`src/sim_pkg.sv`:
```
// Types, constants and helpers of the small integer matrix unit.
package sim_pkg;

	localparam int MAX_SIDE = 8;
	localparam int CELLS    = MAX_SIDE * MAX_SIDE;
	localparam int ADDR_W   = (CELLS > 1) ? $clog2(CELLS) : 1;
	localparam int POS_W    = (MAX_SIDE > 1) ? $clog2(MAX_SIDE) : 1;
	localparam int SIDE_W   = $clog2(MAX_SIDE + 1);
	localparam int CFG_W    = 4;
	localparam int REG_W    = 2;
	localparam int IDX_W    = 3;
	localparam int DATA_W   = 32;
	localparam int STAT_W   = 2;
	localparam int CMD_W    = 3;
	localparam int QDEPTH   = 4;
	localparam int QPTR_W   = $clog2(QDEPTH);
	localparam int QCNT_W   = $clog2(QDEPTH + 1);

	typedef enum logic [CMD_W-1:0] {
		CMD_WRITE = 3'd0,
		CMD_READ  = 3'd1,
		CMD_ROW   = 3'd2,
		CMD_COL   = 3'd3,
		CMD_MAIN  = 3'd4,
		CMD_SEC   = 3'd5,
		CMD_MUL   = 3'd6
	} cmd_t;

	typedef enum logic [STAT_W-1:0] {
		ST_OK       = 2'd0,
		ST_RANGE    = 2'd1,
		ST_MISMATCH = 2'd2,
		ST_EMPTY    = 2'd3
	} status_t;

	typedef enum logic [REG_W-1:0] {
		REG_ROWS_A = 2'd0,
		REG_COLS_A = 2'd1,
		REG_ROWS_B = 2'd2,
		REG_COLS_B = 2'd3
	} reg_t;

	typedef enum logic [1:0] {
		OP_RESULT = 2'd0,
		OP_WRITE  = 2'd1,
		OP_WALK   = 2'd2
	} op_t;

	typedef enum logic [2:0] {
		AM_FIXED = 3'd0,
		AM_ROW   = 3'd1,
		AM_COL   = 3'd2,
		AM_MAIN  = 3'd3,
		AM_SEC   = 3'd4,
		AM_MUL   = 3'd5
	} amode_t;

	typedef struct packed {
		logic [SIDE_W-1:0] rows_a;
		logic [SIDE_W-1:0] cols_a;
		logic [SIDE_W-1:0] rows_b;
		logic [SIDE_W-1:0] cols_b;
	} dims_t;

	typedef struct packed {
		op_t               op;
		amode_t            amode;
		logic              sel_b;
		logic [POS_W-1:0]  row;
		logic [POS_W-1:0]  col;
		logic [SIDE_W-1:0] cnt;
		logic [SIDE_W-1:0] nrow;
		logic [SIDE_W-1:0] ncol;
		status_t           status;
		logic [DATA_W-1:0] wdata;
	} job_t;

	function automatic logic [SIDE_W-1:0] clamp_side(input logic [CFG_W-1:0] v);
		if (int'(v) > MAX_SIDE) begin
			return SIDE_W'(MAX_SIDE);
		end
		return SIDE_W'(v);
	endfunction

	function automatic logic [ADDR_W-1:0] addr_of(input logic [POS_W-1:0] r,
		input logic [POS_W-1:0] c);
		return ADDR_W'(int'(r) * MAX_SIDE + int'(c));
	endfunction

endpackage

```
`src/sim_queue.sv`:
```
// Command queue between the front and the back of the matrix unit.
module sim_queue import sim_pkg::*; (
	input  logic clk,
	input  logic arst_n,
	input  logic push,
	input  job_t push_job,
	output logic full,
	input  logic pop,
	output logic q_valid,
	output job_t pop_job
);

	job_t              slot_q [QDEPTH];
	logic [QPTR_W-1:0] wr_ptr_q;
	logic [QPTR_W-1:0] rd_ptr_q;
	logic [QCNT_W-1:0] cnt_q;

	assign full    = (int'(cnt_q) == QDEPTH);
	assign q_valid = (cnt_q != '0);
	assign pop_job = slot_q[rd_ptr_q];

	always_ff @(posedge clk) begin
		if (push) begin
			slot_q[wr_ptr_q] <= push_job;
		end
	end

	always_ff @(posedge clk or negedge arst_n) begin
		if (!arst_n) begin
			wr_ptr_q <= '0;
			rd_ptr_q <= '0;
			cnt_q    <= '0;
		end else begin
			if (push) begin
				wr_ptr_q <= (int'(wr_ptr_q) == QDEPTH - 1) ? '0 : wr_ptr_q + 1'b1;
			end
			if (pop) begin
				rd_ptr_q <= (int'(rd_ptr_q) == QDEPTH - 1) ? '0 : rd_ptr_q + 1'b1;
			end
			if (push && !pop) begin
				cnt_q <= cnt_q + 1'b1;
			end else if (pop && !push) begin
				cnt_q <= cnt_q - 1'b1;
			end
		end
	end

endmodule

```
`config.mk`:
```
export PLATFORM = sky130hd
export DESIGN_NAME = sim_queue
export DESIGN_NICKNAME = d
export VERILOG_FILES = /design/src/sim_pkg.sv /design/src/sim_queue.sv
export SDC_FILE = /design/constraint.sdc
export NUM_CORES = 1
export LEC_CHECK = 0
export ABC_CLOCK_PERIOD_IN_PS = 7530
export BUFFER_PORTS_ARGS = -buffer_cell sky130_fd_sc_hd__buf_2
export CAP_MARGIN = 30
export CORE_MARGIN = 5
export CORE_UTILIZATION = 60
export DETAILED_ROUTE_END_ITERATION = 8
export GPL_ROUTABILITY_DRIVEN = 0
export PLACE_DENSITY_LB_ADDON = 0.05
export SYNTH_ARGS = -nofsm -noshare
export SYNTH_HDL_FRONTEND = slang
export SYNTH_SLANG_ARGS = --single-unit
```
`constraint.sdc`:
```
create_clock -name clk -period 7.53 [get_ports clk]
set_input_delay 0.3765 -clock clk [delete_from_list [all_inputs] [get_ports clk]]
set_output_delay 0.3765 -clock clk [all_outputs]
set_load 0.02 [all_outputs]
```
==> results.toml <==
[outcome]
status = "finished, final reports clean"

[die]
row_count = 44
core_area_um2 = 14500
fp.dieH_um = 132
ios = 122
start_util_pct = 60.9
die_w_um = 132
die-area_um2 = 17300

[synth]
async_flop_share_pct = 2.93
seq_area_frac_synth_pct = 80.6
yosysUniqueCellTypes = 19
ys_top_cells_by_area = "edfxtp_1 79%, mux4_2 15%, dfrtp_1 2.0%"
ys.flop_type = "edfxtp_1"
synth_largest_area_cell = "edfxtp_1"
synth-xor-area-share_pct = 0.297
yosysWarningCount = 0
yosysMostFrequentCell = "edfxtp_1"
synth.avg_cell_area_um2 = 26.0
synth_edf_count = 232
synth_compound_area_share_pct = 0.113
synth.mux.area_fraction_pct = 15.1
ys_seq_elements = 239
synthAdderAreaFrac_pct = 1.07
synth_fp_nets = 410
yosysTopAreaCellShare_pct = 78.7
netlist_area_um2 = 8860
syn_inst = 341
yosys-top-cells-count = "232 x edfxtp_1, 58 x mux4_2, 7 x dfrtp_1"
synth_top_family_by_area = "multiplexers"
yosys.area_share.simple_pct = 0.650

[sta]
min_period_ns = 2.89
fin_worst_skew_ns = 0.00633
rsz0062_at_grt = "false"
fin_crit_sh_pct = 38.4
slew_viol_final = 0
relSlewSlack_pct = 53.9
setup-violations-final = 0
setup_tns_ns = 0
hold_viol = 0
max_freq_mhz = 346
worst_pin_slew_ns = 0.691

[critical_path]
slowest_delay_ns = 0.57
crit_type = "flop to output port"
required_ns = 7.15
critPathTopFamily = "buffers and inverters"
arrival_ns = 2.51
end_kind = "output port"
path_max_fanout = 35
r2r_slack_ns = 5.39
critPathSlowestCell = "dfrtp_4"
path_cells = "buf_4 > buf_16 > mux4_2 > buf_2"
critical_path_buf_inv_count = 3
critical_path.startpoint_type = "flop"

[layout]
drive_gt1_share_pct = 44.6
final_cells = 684
syn_to_final_growth_pct = 16.5
multi_input_area_um2 = 1530
antenna_cells = 0
num-fill-cells = 902
utilization_pct = 71.0
seq_area_um2 = 7150
final_nets = 551

[route]
dr.pass1.iters = 4
dr.first_iter.drc_count = 230
remaining_drc_errors = 0
num_vias = 3893
drtAntennaViolNets = 0
wl_mm = 14.7
avgViaCountPerCell = 5.69
wl_per_cell_um = 21.5

[grt]
gr-total-overflow = 0
antenna_found_initial = 0
grt_pass1_vias = 4202
grt_start_max_net_pins = 40
grt_usage_pct = 17.1
grt_pass1_wl_mm = 23.5

[place]
port_buffers = 121
place_hpwl_mm = 9.04
place_inst = 639

[clocking]
cts_sinks = 239
htreeDepth = 1
cts_resized = 0
clockBufferDepth = 3
clock-root-buffer = "clkbuf_16"
numCtsBuffers = 24
cts_tree = "built"
worstSkewPairLatency_ns = 0.49
clk_pin_slew_ns = 0.06

[min_path]
hp-class = "input port to flop"

[power]
p_per_area_nw_per_um2 = 393
ir_drop_uv = 264
total_leakage_power_nw = 3.57

[job]
cap_violations = 0
-- cell type report --
class	count	area share (%)
clock buffer	32	6.32
clock inverter	12	0.473
inverter	4	0.146
multi-input combinational	84	14.9
sequential	239	69.3
tap	184	2.23
timing repair buffer	129	6.67
-- flip-flops by register name, summed over array words and instances (netlist names) --
| signal | cells |
|---|---|
| wr_ptr_q | 2 |
| rd_ptr_q | 2 |
| slot_q | 232 |
| cnt_q | 3 |
-- power breakdown --
| group | total, mW | internal, mW | switching [mW] | leakage, nW |
|---|---|---|---|---|
| combinational | 1.20 | 0.513 | 0.684 | 1.01 |
| sequential | 1.81 | 1.71 | 0.103 | 2.21 |
| clock | 1.04 | 0.604 | 0.440 | 0.342 |
-- cells in the final DEF (no fill, tap or decap), drive strengths merged --
| cell | Yosys | routed |
|---|---|---|
| and2 | 4 | 4 |
| buf | 14 | 128 |
| clkbuf | 0 | 32 |
| clkinv | 0 | 12 |
| dfrtp | 7 | 7 |
| dlygate4sd3 | 0 | 1 |
| edfxtp | 232 | 232 |
| fa | 1 | 1 |
| ha | 6 | 6 |
| inv | 4 | 4 |
| mux2 | 3 | 3 |
| mux4 | 58 | 58 |
| nand2 | 2 | 2 |
| nor2 | 3 | 3 |
| nor3b | 1 | 1 |
| o21ai | 2 | 2 |
| or3 | 1 | 1 |
| xnor2 | 1 | 1 |
| xor2 | 2 | 2 |
-- timing repair --
action,CTS,global route
hold buffers,1,0
setup buffers,0,0
hold endpoints to repair,7,0
-- cells by family after synthesis --
| logic type | Yosys count |
|---|---|
| XOR/XNOR | 3 |
| multiplexers | 61 |
| adder cells (fa/ha/maj) | 7 |
| AO/OA/AOI/OAI | 2 |
| flip-flops | 239 |
| buffers and inverters | 18 |
| AND/OR/NAND/NOR | 11 |
-- stage by stage --
step | setup slack, ns | hold WS, ns | instance area (µm²) | power, mW
final | 4.64 | 0.0916 | 10300 | 4.05
after global routing | 4.45 | 0.0727 | 10300 | 4.25
after CTS | 4.55 | 0.0769 | 10300 | 4.11
after detailed placement | 5.09 | 0.226 | 9600 | 3.07
after global placement | 4.87 | 0.222 | 9580 | 3.04
after floorplan | 5.11 | 0.0809 | 8860 | 2.75
-- final timing paths --
| check | from | to | depth (start not counted) |
|---|---|---|---|
| max | rd_ptr_q[0] | pop_job[16] | 4 |
| min | push_job[0] | slot_q[1][0] | 1 |
| max reg2reg | wr_ptr_q[0] | slot_q[0][11] | 4 |
| min reg2reg | cnt_q[2] | cnt_q[2] | 1 |
| max in group asynchronous | arst_n | rd_ptr_q[0] | 2 |
| min in group asynchronous | arst_n | cnt_q[2] | 2 |
-- per-layer routing --
layer / part of all wire [%] / routed length [µm] / GRT usage (%) / vias up
met5: 0 / 0 / 0 / -
met4: 2.0 / 292 / 4.63 / 0
met3: 5.7 / 843 / 3.71 / 24
met2: 51 / 7480 / 28.3 / 125
met1: 41 / 6080 / 23.5 / 2012
li1: - / - / - / 1732
Power figures use the tool's default switching activity.
