### config.mk
export PLATFORM = sky130hd
export DESIGN_NAME = sim_front
export DESIGN_NICKNAME = d
export VERILOG_FILES = /design/src/sim_pkg.sv /design/src/sim_front.sv
export SDC_FILE = /design/constraint.sdc
export NUM_CORES = 1
export LEC_CHECK = 0
export BUFFER_PORTS_ARGS = -buffer_cell sky130_fd_sc_hd__buf_2
export CORE_MARGIN = 2
export CORE_UTILIZATION = 38
export DETAILED_ROUTE_END_ITERATION = 10
export PLACE_DENSITY = 0.95
export SYNTH_ARGS = -nofsm -noshare
export SYNTH_HDL_FRONTEND = slang
export SYNTH_SLANG_ARGS = --single-unit
### constraint.sdc
create_clock -name vclk -period 4.2
set_input_delay 0.42 -clock vclk [all_inputs]
set_output_delay 0.42 -clock vclk [all_outputs]
set_load 0.005 [all_outputs]
### src/sim_pkg.sv
// Types, constants and helpers of the small integer matrix unit.
package sim_pkg;

	localparam int MAX_SIDE = 8;
	localparam int CELLS    = MAX_SIDE * MAX_SIDE;
	localparam int ADDR_W   = (CELLS > 1) ? $clog2(CELLS) : 1;
	localparam int POS_W    = (MAX_SIDE > 1) ? $clog2(MAX_SIDE) : 1;
	localparam int SIDE_W   = $clog2(MAX_SIDE + 1);
	localparam int CFG_W    = 4;
	localparam int REG_W    = 2;
	localparam int IDX_W    = 3;
	localparam int DATA_W   = 32;
	localparam int STAT_W   = 2;
	localparam int CMD_W    = 3;
	localparam int QDEPTH   = 4;
	localparam int QPTR_W   = $clog2(QDEPTH);
	localparam int QCNT_W   = $clog2(QDEPTH + 1);

	typedef enum logic [CMD_W-1:0] {
		CMD_WRITE = 3'd0,
		CMD_READ  = 3'd1,
		CMD_ROW   = 3'd2,
		CMD_COL   = 3'd3,
		CMD_MAIN  = 3'd4,
		CMD_SEC   = 3'd5,
		CMD_MUL   = 3'd6
	} cmd_t;

	typedef enum logic [STAT_W-1:0] {
		ST_OK       = 2'd0,
		ST_RANGE    = 2'd1,
		ST_MISMATCH = 2'd2,
		ST_EMPTY    = 2'd3
	} status_t;

	typedef enum logic [REG_W-1:0] {
		REG_ROWS_A = 2'd0,
		REG_COLS_A = 2'd1,
		REG_ROWS_B = 2'd2,
		REG_COLS_B = 2'd3
	} reg_t;

	typedef enum logic [1:0] {
		OP_RESULT = 2'd0,
		OP_WRITE  = 2'd1,
		OP_WALK   = 2'd2
	} op_t;

	typedef enum logic [2:0] {
		AM_FIXED = 3'd0,
		AM_ROW   = 3'd1,
		AM_COL   = 3'd2,
		AM_MAIN  = 3'd3,
		AM_SEC   = 3'd4,
		AM_MUL   = 3'd5
	} amode_t;

	typedef struct packed {
		logic [SIDE_W-1:0] rows_a;
		logic [SIDE_W-1:0] cols_a;
		logic [SIDE_W-1:0] rows_b;
		logic [SIDE_W-1:0] cols_b;
	} dims_t;

	typedef struct packed {
		op_t               op;
		amode_t            amode;
		logic              sel_b;
		logic [POS_W-1:0]  row;
		logic [POS_W-1:0]  col;
		logic [SIDE_W-1:0] cnt;
		logic [SIDE_W-1:0] nrow;
		logic [SIDE_W-1:0] ncol;
		status_t           status;
		logic [DATA_W-1:0] wdata;
	} job_t;

	function automatic logic [SIDE_W-1:0] clamp_side(input logic [CFG_W-1:0] v);
		if (int'(v) > MAX_SIDE) begin
			return SIDE_W'(MAX_SIDE);
		end
		return SIDE_W'(v);
	endfunction

	function automatic logic [ADDR_W-1:0] addr_of(input logic [POS_W-1:0] r,
		input logic [POS_W-1:0] c);
		return ADDR_W'(int'(r) * MAX_SIDE + int'(c));
	endfunction

endpackage

### src/sim_front.sv
// Input handshake and command classification of the matrix unit.
module sim_front import sim_pkg::*; (
	input  logic                     in_valid,
	output logic                     in_ready,
	input  logic [CMD_W-1:0]         command,
	input  logic                     matrix_select,
	input  logic [IDX_W-1:0]         row_index,
	input  logic [IDX_W-1:0]         col_index,
	input  logic signed [DATA_W-1:0] write_value,
	input  dims_t                    dims,
	input  logic                     q_full,
	output logic                     push,
	output job_t                     job
);

	logic [SIDE_W-1:0] nr;
	logic [SIDE_W-1:0] nc;
	logic [SIDE_W-1:0] nd;
	logic              r_ok;
	logic              c_ok;

	assign in_ready = !q_full;
	assign push     = in_valid && !q_full;

	always_comb begin
		nr   = matrix_select ? dims.rows_b : dims.rows_a;
		nc   = matrix_select ? dims.cols_b : dims.cols_a;
		nd   = (nr < nc) ? nr : nc;
		r_ok = int'(row_index) < int'(nr);
		c_ok = int'(col_index) < int'(nc);

		job        = '0;
		job.op     = OP_RESULT;
		job.amode  = AM_FIXED;
		job.status = ST_RANGE;
		job.sel_b  = matrix_select;
		job.row    = POS_W'(row_index);
		job.col    = POS_W'(col_index);
		job.wdata  = write_value;

		unique case (cmd_t'(command))
			CMD_WRITE: begin
				if (r_ok && c_ok) begin
					job.op     = OP_WRITE;
					job.status = ST_OK;
				end
			end
			CMD_READ: begin
				if (r_ok && c_ok) begin
					job.op     = OP_WALK;
					job.status = ST_OK;
					job.cnt    = SIDE_W'(1);
				end
			end
			CMD_ROW: begin
				if (r_ok) begin
					job.op     = OP_WALK;
					job.amode  = AM_ROW;
					job.status = ST_OK;
					job.cnt    = nc;
				end
			end
			CMD_COL: begin
				if (c_ok) begin
					job.op     = OP_WALK;
					job.amode  = AM_COL;
					job.status = ST_OK;
					job.cnt    = nr;
				end
			end
			CMD_MAIN: begin
				job.op     = OP_WALK;
				job.amode  = AM_MAIN;
				job.status = ST_OK;
				job.cnt    = nd;
			end
			CMD_SEC: begin
				job.op     = OP_WALK;
				job.amode  = AM_SEC;
				job.status = ST_OK;
				job.cnt    = nd;
				job.ncol   = nc;
			end
			CMD_MUL: begin
				if (dims.cols_a != dims.rows_b) begin
					job.status = ST_MISMATCH;
				end else if (dims.rows_a == '0 || dims.cols_b == '0) begin
					job.status = ST_EMPTY;
				end else begin
					job.op     = OP_WALK;
					job.amode  = AM_MUL;
					job.status = ST_OK;
					job.cnt    = dims.cols_a;
					job.nrow   = dims.rows_a;
					job.ncol   = dims.cols_b;
				end
			end
			default: begin
				job.status = ST_RANGE;
			end
		endcase
	end

endmodule

==> results of run 1 <==
==> critical path: stages <==
cell and delay [ns]:
buf_2 0.27, mux2i_1 0.40, ha_1 0.30, o21a_1 0.18
o221ai_2 0.27, nand4_1 0.20, a21bo_2 0.25, a211o_2 0.10
buf_2 0.10
==> power by group through the flow <==
stage / Sequential, mW / Combinational (mW) / Clock (mW)
after floorplan: 0 / 0.0961 / 0
after detailed placement: 0 / 0.112 / 0
final: 0 / 0.113 / 0
after global placement: 0 / 0.111 / 0
after global routing: 0 / 0.127 / 0
after CTS: 0 / 0.113 / 0
==> cell usage after synthesis, drive strengths merged, types with 3 or more instances <==
master and instances:
and2 4, a21oi 7, nor2 4, nand3 3, mux2i 7, o21ai 8
xnor2 4, nand2 8, nor2b 3, ha 7, buf 42, inv 9
a221o 3, nor4 3
==> cell type report <==
cell class	count	area, um2	area share, %
Timing Repair Buffer	57	287.8	28.43
Inverter	9	33.78	3.337
Tap cell	30	37.54	3.708
Multi-Input combinational cell	86	653.1	64.52
==> logic make-up after synthesis <==
| group | share of synthesized area [%] |
|---|---|
| fa+ha+maj | 8.728 |
| simple gates | 20.45 |
| compound gates | 22.69 |
| xor+xnor | 3.491 |
| buf+inv | 34.91 |
| mux | 9.725 |
==> stage by stage <==
step                area (um2)  std cells
floorplan                 1003        137
global placement          1012        182
detailed placement        1012        182
CTS                       1012        182
global route              1012        182
finish                    1012        182
==> worst max-delay path by stage <==
| stage | from | endpoint | slack, ns | cells past startpoint |
|---|---|---|---|---|
| final | matrix_select | job[42] | 1.29 | 9 |
| after global routing | matrix_select | job[45] | 1.07 | 9 |
| after CTS | matrix_select | job[42] | 1.29 | 9 |
| after detailed placement | matrix_select | job[42] | 1.28 | 9 |
| after global placement | matrix_select | job[43] | 1.29 | 9 |
| after floorplan | matrix_select | job[43] | 1.82 | 8 |
==> routing by layer <==
layer | track usage [%] | vias to the layer above | wire length, um | part of all wire, %
li1 | - | 478 | - | -
met1 | 20.37 | 432 | 1040 | 42
met2 | 26.87 | 60 | 1119 | 45
met3 | 1.639 | 11 | 244 | 9.8
met4 | 4.181 | 0 | 76 | 3.1
met5 | 0 | - | 0 | 0
==> impl_metrics.tcl, run 1 <==
set metrics [dict create \
    whs_ns 0.8400 \
    p_leak_nw 0.5472 \
    drt_iter0_markers 37 \
    seqPwrFrac_pct 0 \
    synth.distinct_cells 39 \
    syn_nets 204 \
    holdBufCountCts 0 \
    crit_type "in -> out" \
    p_int_mw 0.05304 \
    hp-start "write_value[13]" \
    final-seq-area_um2 0 \
    grtUsageTotal_pct 15.56 \
    antenna_found_initial 0 \
    yosys.area.top_type_share_pct 29.93 \
    wl_per_cell_um 13.63 \
    final_common_cell "buf_2" \
    dr.pass1.iters 4 \
    p_comb_share_pct 100.0 \
    antenna_cells 0 \
    max_cap_violations 0 \
    hp-class "in -> out" \
    areaGrowthSynthToFinish_pct 0.8728 \
    die_w_um 55.39 \
    hpwl_um 2116 \
    clkbuf_count 0 \
    worstHoldEndpoint "job[13]" \
    max_freq_ghz 0.3439 \
    synth_area_um2 1003 \
    fin_tns_setup_ns 0 \
    hold_viol_final 0 \
    ctsResizeCount 0 \
    fin_crit_sh_pct 69.23 \
    fin_ws_ns 1.292 \
    mostFrequentLayoutCells "56 x buf_2, 8 x inv_1, 8 x nand2_1" \
    drc 0 \
    drive_gt1_share_pct 45.39 \
    seq_cells 0 \
    nets 221 \
    power-per-cell-area_nw_per_um2 111.5 \
    post_cts_buffers 0 \
    ys.warnings.count 0 \
    synth_area_leaders "buf_4 30%, ha_1 8.7%, mux2i_1 6.0%, a21oi_1 3.5%, o21ai_0 3.5%" \
    viasPerCell 5.390 \
    nFillCells 266 \
    switchingPower_mw 0.05986 \
    synth_top_area_cell "buf_4" \
    max-slew-margin-rel_pct 66.07 \
    grt_pass1_vias 876 \
    grt_overflow 0 \
    dieArea_um2 3068 \
    postSynthAreaPerCell_um2 7.325 \
    finish.utilization_pct 40.49 \
    worstPathArrival_ns 2.49 \
    routed_wl_um 2480 \
    min_period_ns 2.908 \
    die_h_um 55.39 \
    start_kind "primary input" \
    worstPathRequired_ns 3.78 \
    tightest_slew_ns 0.5043 \
    ir_drop_mv 0.05166 \
    routed-via-count 981 \
    total_power_mw 0.1129 \
    rows 18 \
    place.gp.congestion 1.041 \
    start_util_pct 40.14 \
    timing.critical_path.fanout_max 11 \
    grt_max_degree 16 \
    status "finished, final reports clean" \
    syn_inst 137 \
    drv_slew 0 \
    synth-seq-area-share_pct 0 \
    pwr-share-clk_pct 0 \
    numPortBuffers 56 \
    post-place-ws_ns 1.284 \
    setup_viol 0 \
    io_pins 120 \
    switching_share_pct 53.02 \
    coreArea_um2 2500 \
    antenna_left 0 \
    cp-end-kind "output pin" \
    hold_depth 0 \
    grt_pass1_wl_um 4098 \
    rsz0062_at_grt "false" \
]
Power figures use the tool's default switching activity.
==> run 2: changes to the inputs <==
--- a/config.mk
+++ b/config.mk
@@ -5,9 +5,10 @@
 export SDC_FILE = /design/constraint.sdc
 export NUM_CORES = 1
 export LEC_CHECK = 0
+export ABC_AREA = 1
 export BUFFER_PORTS_ARGS = -buffer_cell sky130_fd_sc_hd__buf_2
 export CORE_MARGIN = 2
-export CORE_UTILIZATION = 38
+export CORE_UTILIZATION = 36
 export DETAILED_ROUTE_END_ITERATION = 10
 export PLACE_DENSITY = 0.95
 export SYNTH_ARGS = -nofsm -noshare
==> constraint.sdc (replaced) <==
create_clock -name vclk -period 2.9
set_input_delay 0.29 -clock vclk [all_inputs]
set_output_delay 0.29 -clock vclk [all_outputs]
set_load 0.005 [all_outputs]
==> run 2 against run 1 <==
Compared with the run above:
- cell count is 36% higher
- total power is 45% higher
- design area is 6.7% higher
- critical endpoint is now job[44]
==> impl_metrics.tcl, run 2 <==
set metrics [dict create \
    synth.top_cells.by_count "53 x nand2_1, 39 x buf_4, 37 x inv_1" \
    synth.distinct_cells 23 \
    holdBufCountCts 0 \
    grt_max_degree 16 \
    timing.critical_path.fanout_max 15 \
    areaGrowthSynthToFinish_pct 1.411 \
    switchingPower_mw 0.09624 \
    routed_wl_um 2606 \
    rows 19 \
    dieArea_um2 3409 \
    max_cap_violations 0 \
    synth-seq-area-share_pct 0 \
    antenna_cells 0 \
    seqPwrFrac_pct 0 \
    ctsResizeCount 0 \
    multiInputGateArea_um2 618.1 \
    p_int_mw 0.06789 \
    final_common_cell "buf_2" \
    synth.most_common_cell "nand2_1" \
    nets 285 \
    seq_cells 0 \
    status "finished, final reports clean" \
    worstPathCellList "buf_2, inv_1, or2_2, o21ai_0, inv_1, ha_1, a21oi_1, nand2_1, nand2_1, nand2_2, nand2_1, nand3_1, buf_2" \
    hold_viol_final 0 \
    synth_area_um2 1065 \
    power-per-cell-area_nw_per_um2 152.0 \
    start_util_pct 38.28 \
    ir_drop_mv 0.06109 \
    io_pins 120 \
    grt_overflow 0 \
    start_kind "primary input" \
    viasPerCell 4.668 \
    grt_pass1_vias 968 \
    yosys.area.top_type_share_pct 27.50 \
    die_h_um 58.39 \
    p_leak_nw 0.7477 \
    syn_inst 200 \
    crit_type "in -> out" \
    grtUsageTotal_pct 14.47 \
    max_freq_ghz 0.4145 \
    die_w_um 58.39 \
    hp-class "in -> out" \
    grt_pass1_wl_um 4064 \
    pwr-share-clk_pct 0 \
    drc 0 \
    syn_nets 267 \
    final-seq-area_um2 0 \
    clkbuf_count 0 \
    nFillCells 325 \
    antenna_found_initial 0 \
    ys.warnings.count 0 \
    wl_per_cell_um 10.55 \
    worst-path-buf-inv 4 \
    total_power_mw 0.1641 \
    fin_tns_setup_ns 0 \
    post-place-ws_ns 0.5077 \
    cp_top_family "simple AND/OR/NAND/NOR gates" \
    place.gp.congestion 0.9385 \
    synth_top_area_cell "buf_4" \
    dr.pass1.iters 4 \
    drt_iter0_markers 29 \
    antenna_left 0 \
    worstPathArrival_ns 2.12 \
    drive_gt1_share_pct 29.17 \
    worstPathRequired_ns 2.61 \
    crit_path_max_incr_delay_ns 0.28 \
    post_cts_buffers 0 \
    cp-end-kind "output pin" \
    switching_share_pct 58.64 \
    hpwl_um 2306 \
    p_comb_share_pct 100.0 \
    slowest_stage "or2_2" \
    mostFrequentLayoutCells "56 x buf_2, 53 x nand2_1, 37 x inv_1" \
    cpMostUsedCell "nand2_1" \
    numPortBuffers 56 \
    coreArea_um2 2781 \
    drv_slew 0 \
    min_period_ns 2.413 \
    fin_ws_ns 0.4872 \
    fin_crit_sh_pct 83.20 \
    postSynthAreaPerCell_um2 5.324 \
    tightest_slew_ns 0.5729 \
    routed-via-count 1153 \
    synth_area_leaders "buf_4 27%, nand2_1 19%, inv_1 13%, ha_1 8.2%, nor2_1 6.3%" \
    rsz0062_at_grt "false" \
    setup_viol 0 \
    max-slew-margin-rel_pct 61.40 \
]
## run 2: cell types whose count changed after synthesis, moves of 6 or more
cell and change:
nand3_1 +9, nor2_1 +14, nand2_1 +45, mux2i_1 -6, inv_1 +29
## run 2: cells by family (layout without fill, tap and decap cells)
family / count (synthesis) / in the layout / synth area share, %
AOI/OAI and AO/OA: 19 / 19 / 10.11
xor gates and xnor gates: 4 / 4 / 3.290
adders and majority gates: 7 / 7 / 8.225
buffers and inverters: 78 / 94 / 41.95
and+or+nand+nor: 92 / 92 / 36.43
## run 2: power groups by stage
stage          clock network, mW  logic, mW  registers, mW
2_1_floorplan                  0      0.140              0
3_3_place_gp                   0      0.160              0
3_5_place_dp                   0      0.164              0
4_1_cts                        0      0.165              0
5_1_grt                        0      0.189              0
6_report                       0      0.164              0
## run 2: metal layers
metal  up-vias  part of all wire, %  GRT usage (%)
met5         -                    0              0
met4         0                 0.15         0.6645
met3         2                  9.3          1.538
met2        59                   51          26.81
met1       487                   40          18.78
li1        605                    -              -
## run 2: path summary, 6_finish.rpt
path                         from      end  slack, ns  depth (start not counted)
setup / recovery    matrix_select  job[44]       0.49                         13
hold / removal    write_value[11]  job[11]       0.58                          0
## run 2: final cells by class
class | count | area share (%)
Timing Repair Buffer | 56 | 25.96
Multi-Input combinational cell | 122 | 57.24
Tap cell | 31 | 3.592
Inverter | 38 | 13.21
## run 2: per-stage QoR
stage	utilization, %	hold WS (ns)	cells	area, um2
floorplan	-	0.6035	200	1065
global placement	38.82	0.5800	247	1080
detailed placement	38.82	0.5800	247	1080
CTS	38.82	0.5800	247	1080
global route	38.82	0.5800	247	1080
finish	38.82	0.5800	247	1080
==> run 3: changes to the inputs <==
--- a/config.mk
+++ b/config.mk
@@ -5,12 +5,12 @@
 export SDC_FILE = /design/constraint.sdc
 export NUM_CORES = 1
 export LEC_CHECK = 0
-export ABC_AREA = 1
+export ABC_AREA = 0
 export BUFFER_PORTS_ARGS = -buffer_cell sky130_fd_sc_hd__buf_2
 export CORE_MARGIN = 2
-export CORE_UTILIZATION = 36
+export CORE_UTILIZATION = 32
 export DETAILED_ROUTE_END_ITERATION = 10
-export PLACE_DENSITY = 0.95
+export PLACE_DENSITY = 0.92
 export SYNTH_ARGS = -nofsm -noshare
 export SYNTH_HDL_FRONTEND = slang
 export SYNTH_SLANG_ARGS = --single-unit
==> constraint.sdc (replaced) <==
create_clock -name vclk -period 2.07
set_input_delay 0.207 -clock vclk [all_inputs]
set_output_delay 0.207 -clock vclk [all_outputs]
set_load 0.005 [all_outputs]
==> run 3 against run 2 <==
Compared with the run above:
- critical path depth shrank 3
- clock-buffer cell count is the same
- the flow now finishes with violations (negative setup slack)
- sequential share of layout area is the same
- setup slack worse by 0.61 ns
- largest cell class unchanged
- wire length is 36% higher
- combinational power is 140% higher
==> impl_metrics.tcl, run 3 (synthesized netlist as in run 1, its figures left out) <==
set metrics [dict create \
    max-slew-margin-rel_pct 67.24 \
    place.gp.congestion 0.9321 \
    timing.critical_path.fanout_max 5 \
    hpwl_um 2406 \
    drv_slew 0 \
    rsz0062_at_grt "true" \
    max_cap_violations 0 \
    power-per-cell-area_nw_per_um2 258.7 \
    clkbuf_count 0 \
    antenna_left 0 \
    grtUsageTotal_pct 17.66 \
    place_inst 214 \
    worstPathArrival_ns 1.99 \
    grt_pass1_wl_um 4968 \
    fin_cells 222 \
    io_pins 120 \
    grt_pass1_vias 1072 \
    grt_overflow 0 \
    status "finished with violations" \
    die_h_um 60 \
    worstPathRequired_ns 1.86 \
    die_w_um 60 \
    antenna_cells 0 \
    wl_per_cell_um 15.99 \
    p_leak_nw 0.7001 \
    setup_viol 6 \
    dr.pass1.iters 4 \
    start_kind "primary input" \
    crit_type "in -> out" \
    nets 247 \
    antenna_found_initial 0 \
    rows 20 \
    ir_drop_mv 0.08204 \
    drive_gt1_share_pct 65.17 \
    fin_ws_ns -0.1230 \
    drc 0 \
    violations "negative setup slack" \
    final-seq-area_um2 0 \
    seq_cells 0 \
    hold_viol_final 0 \
    min_period_ns 2.193 \
    routed_wl_um 3550 \
    cp-end-kind "output pin" \
    max_freq_ghz 0.4560 \
    coreArea_um2 3028 \
    drt_iter0_markers 45 \
    dieArea_um2 3600 \
    fin_tns_setup_ns -0.2780 \
    areaGrowthSynthToFinish_pct 49.50 \
    viasPerCell 5.108 \
    fin_crit_sh_pct 105.9 \
    grt_max_degree 12 \
    final_common_cell "buf_2" \
    mostFrequentLayoutCells "55 x buf_2, 25 x buf_4, 8 x nand2_1" \
    holdBufCountCts 0 \
    tightest_slew_ns 0.4777 \
    numPortBuffers 56 \
    routed-via-count 1134 \
    hp-class "in -> out" \
    start_util_pct 33.14 \
]
## run 3: critical path, stage by stage
cell and delay [ns]:
buf_12 0.13, mux2i_4 0.19, ha_4 0.27, o21a_1 0.17, o221ai_4 0.16, nand4_1 0.17
buf_4 0.12, o211ai_1 0.07, or3_1 0.36, buf_2 0.14
## run 3: area by class of cell
type               count  area (um2)
repair buffers        83       521.8
fillers              270        1528
well taps             44       55.05
multi-input cells     86       889.6
inverters              9       33.78
## run 3: path summary, 6_finish.rpt
path                             from      end  slack [ns]  cells past startpoint
worst min-delay path  write_value[10]  job[10]        0.41                      0
worst max-delay path    matrix_select  job[57]       -0.12                     10
## run 3: report_power, final
group,internal (mW),total [mW],switching (mW)
Sequential,0,0,0
Combinational,0.201,0.388,0.188
Clock,0,0,0
Total,0.201,0.388,0.188
## run 3: timing repair
action                                  4_1_cts  5_1_grt
setup buffers                                 4        3
gates cloned                                  1        0
endpoints found under the setup margin        9       16
resized for setup                            24       19
pin swaps                                    11       15
## run 3: per-stage QoR
| stage | setup WS (ns) | hold slack, ns | area (um2) | utilization, % | power, mW |
|---|---|---|---|---|---|
| floorplan | 0.1155 | 0.4405 | 1003 | - | 0.1951 |
| global placement | -0.2976 | 0.4140 | 1165 | 38.47 | 0.2561 |
| detailed placement | -0.3734 | 0.4140 | 1165 | 38.47 | 0.2622 |
| CTS | -0.004463 | 0.4140 | 1359 | 44.88 | 0.3247 |
| global route | -0.1573 | 0.4140 | 1500 | 49.55 | 0.4144 |
| finish | -0.1230 | 0.4140 | 1500 | 49.55 | 0.3881 |
## run 3: metal layers
layer | track usage (%) | vias up | part of all wire (%)
met5 | 0 | - | 0
met4 | 2.857 | 0 | 2.8
met3 | 1.299 | 12 | 6.0
met2 | 34.78 | 58 | 54
met1 | 20.65 | 533 | 37
li1 | - | 531 | -
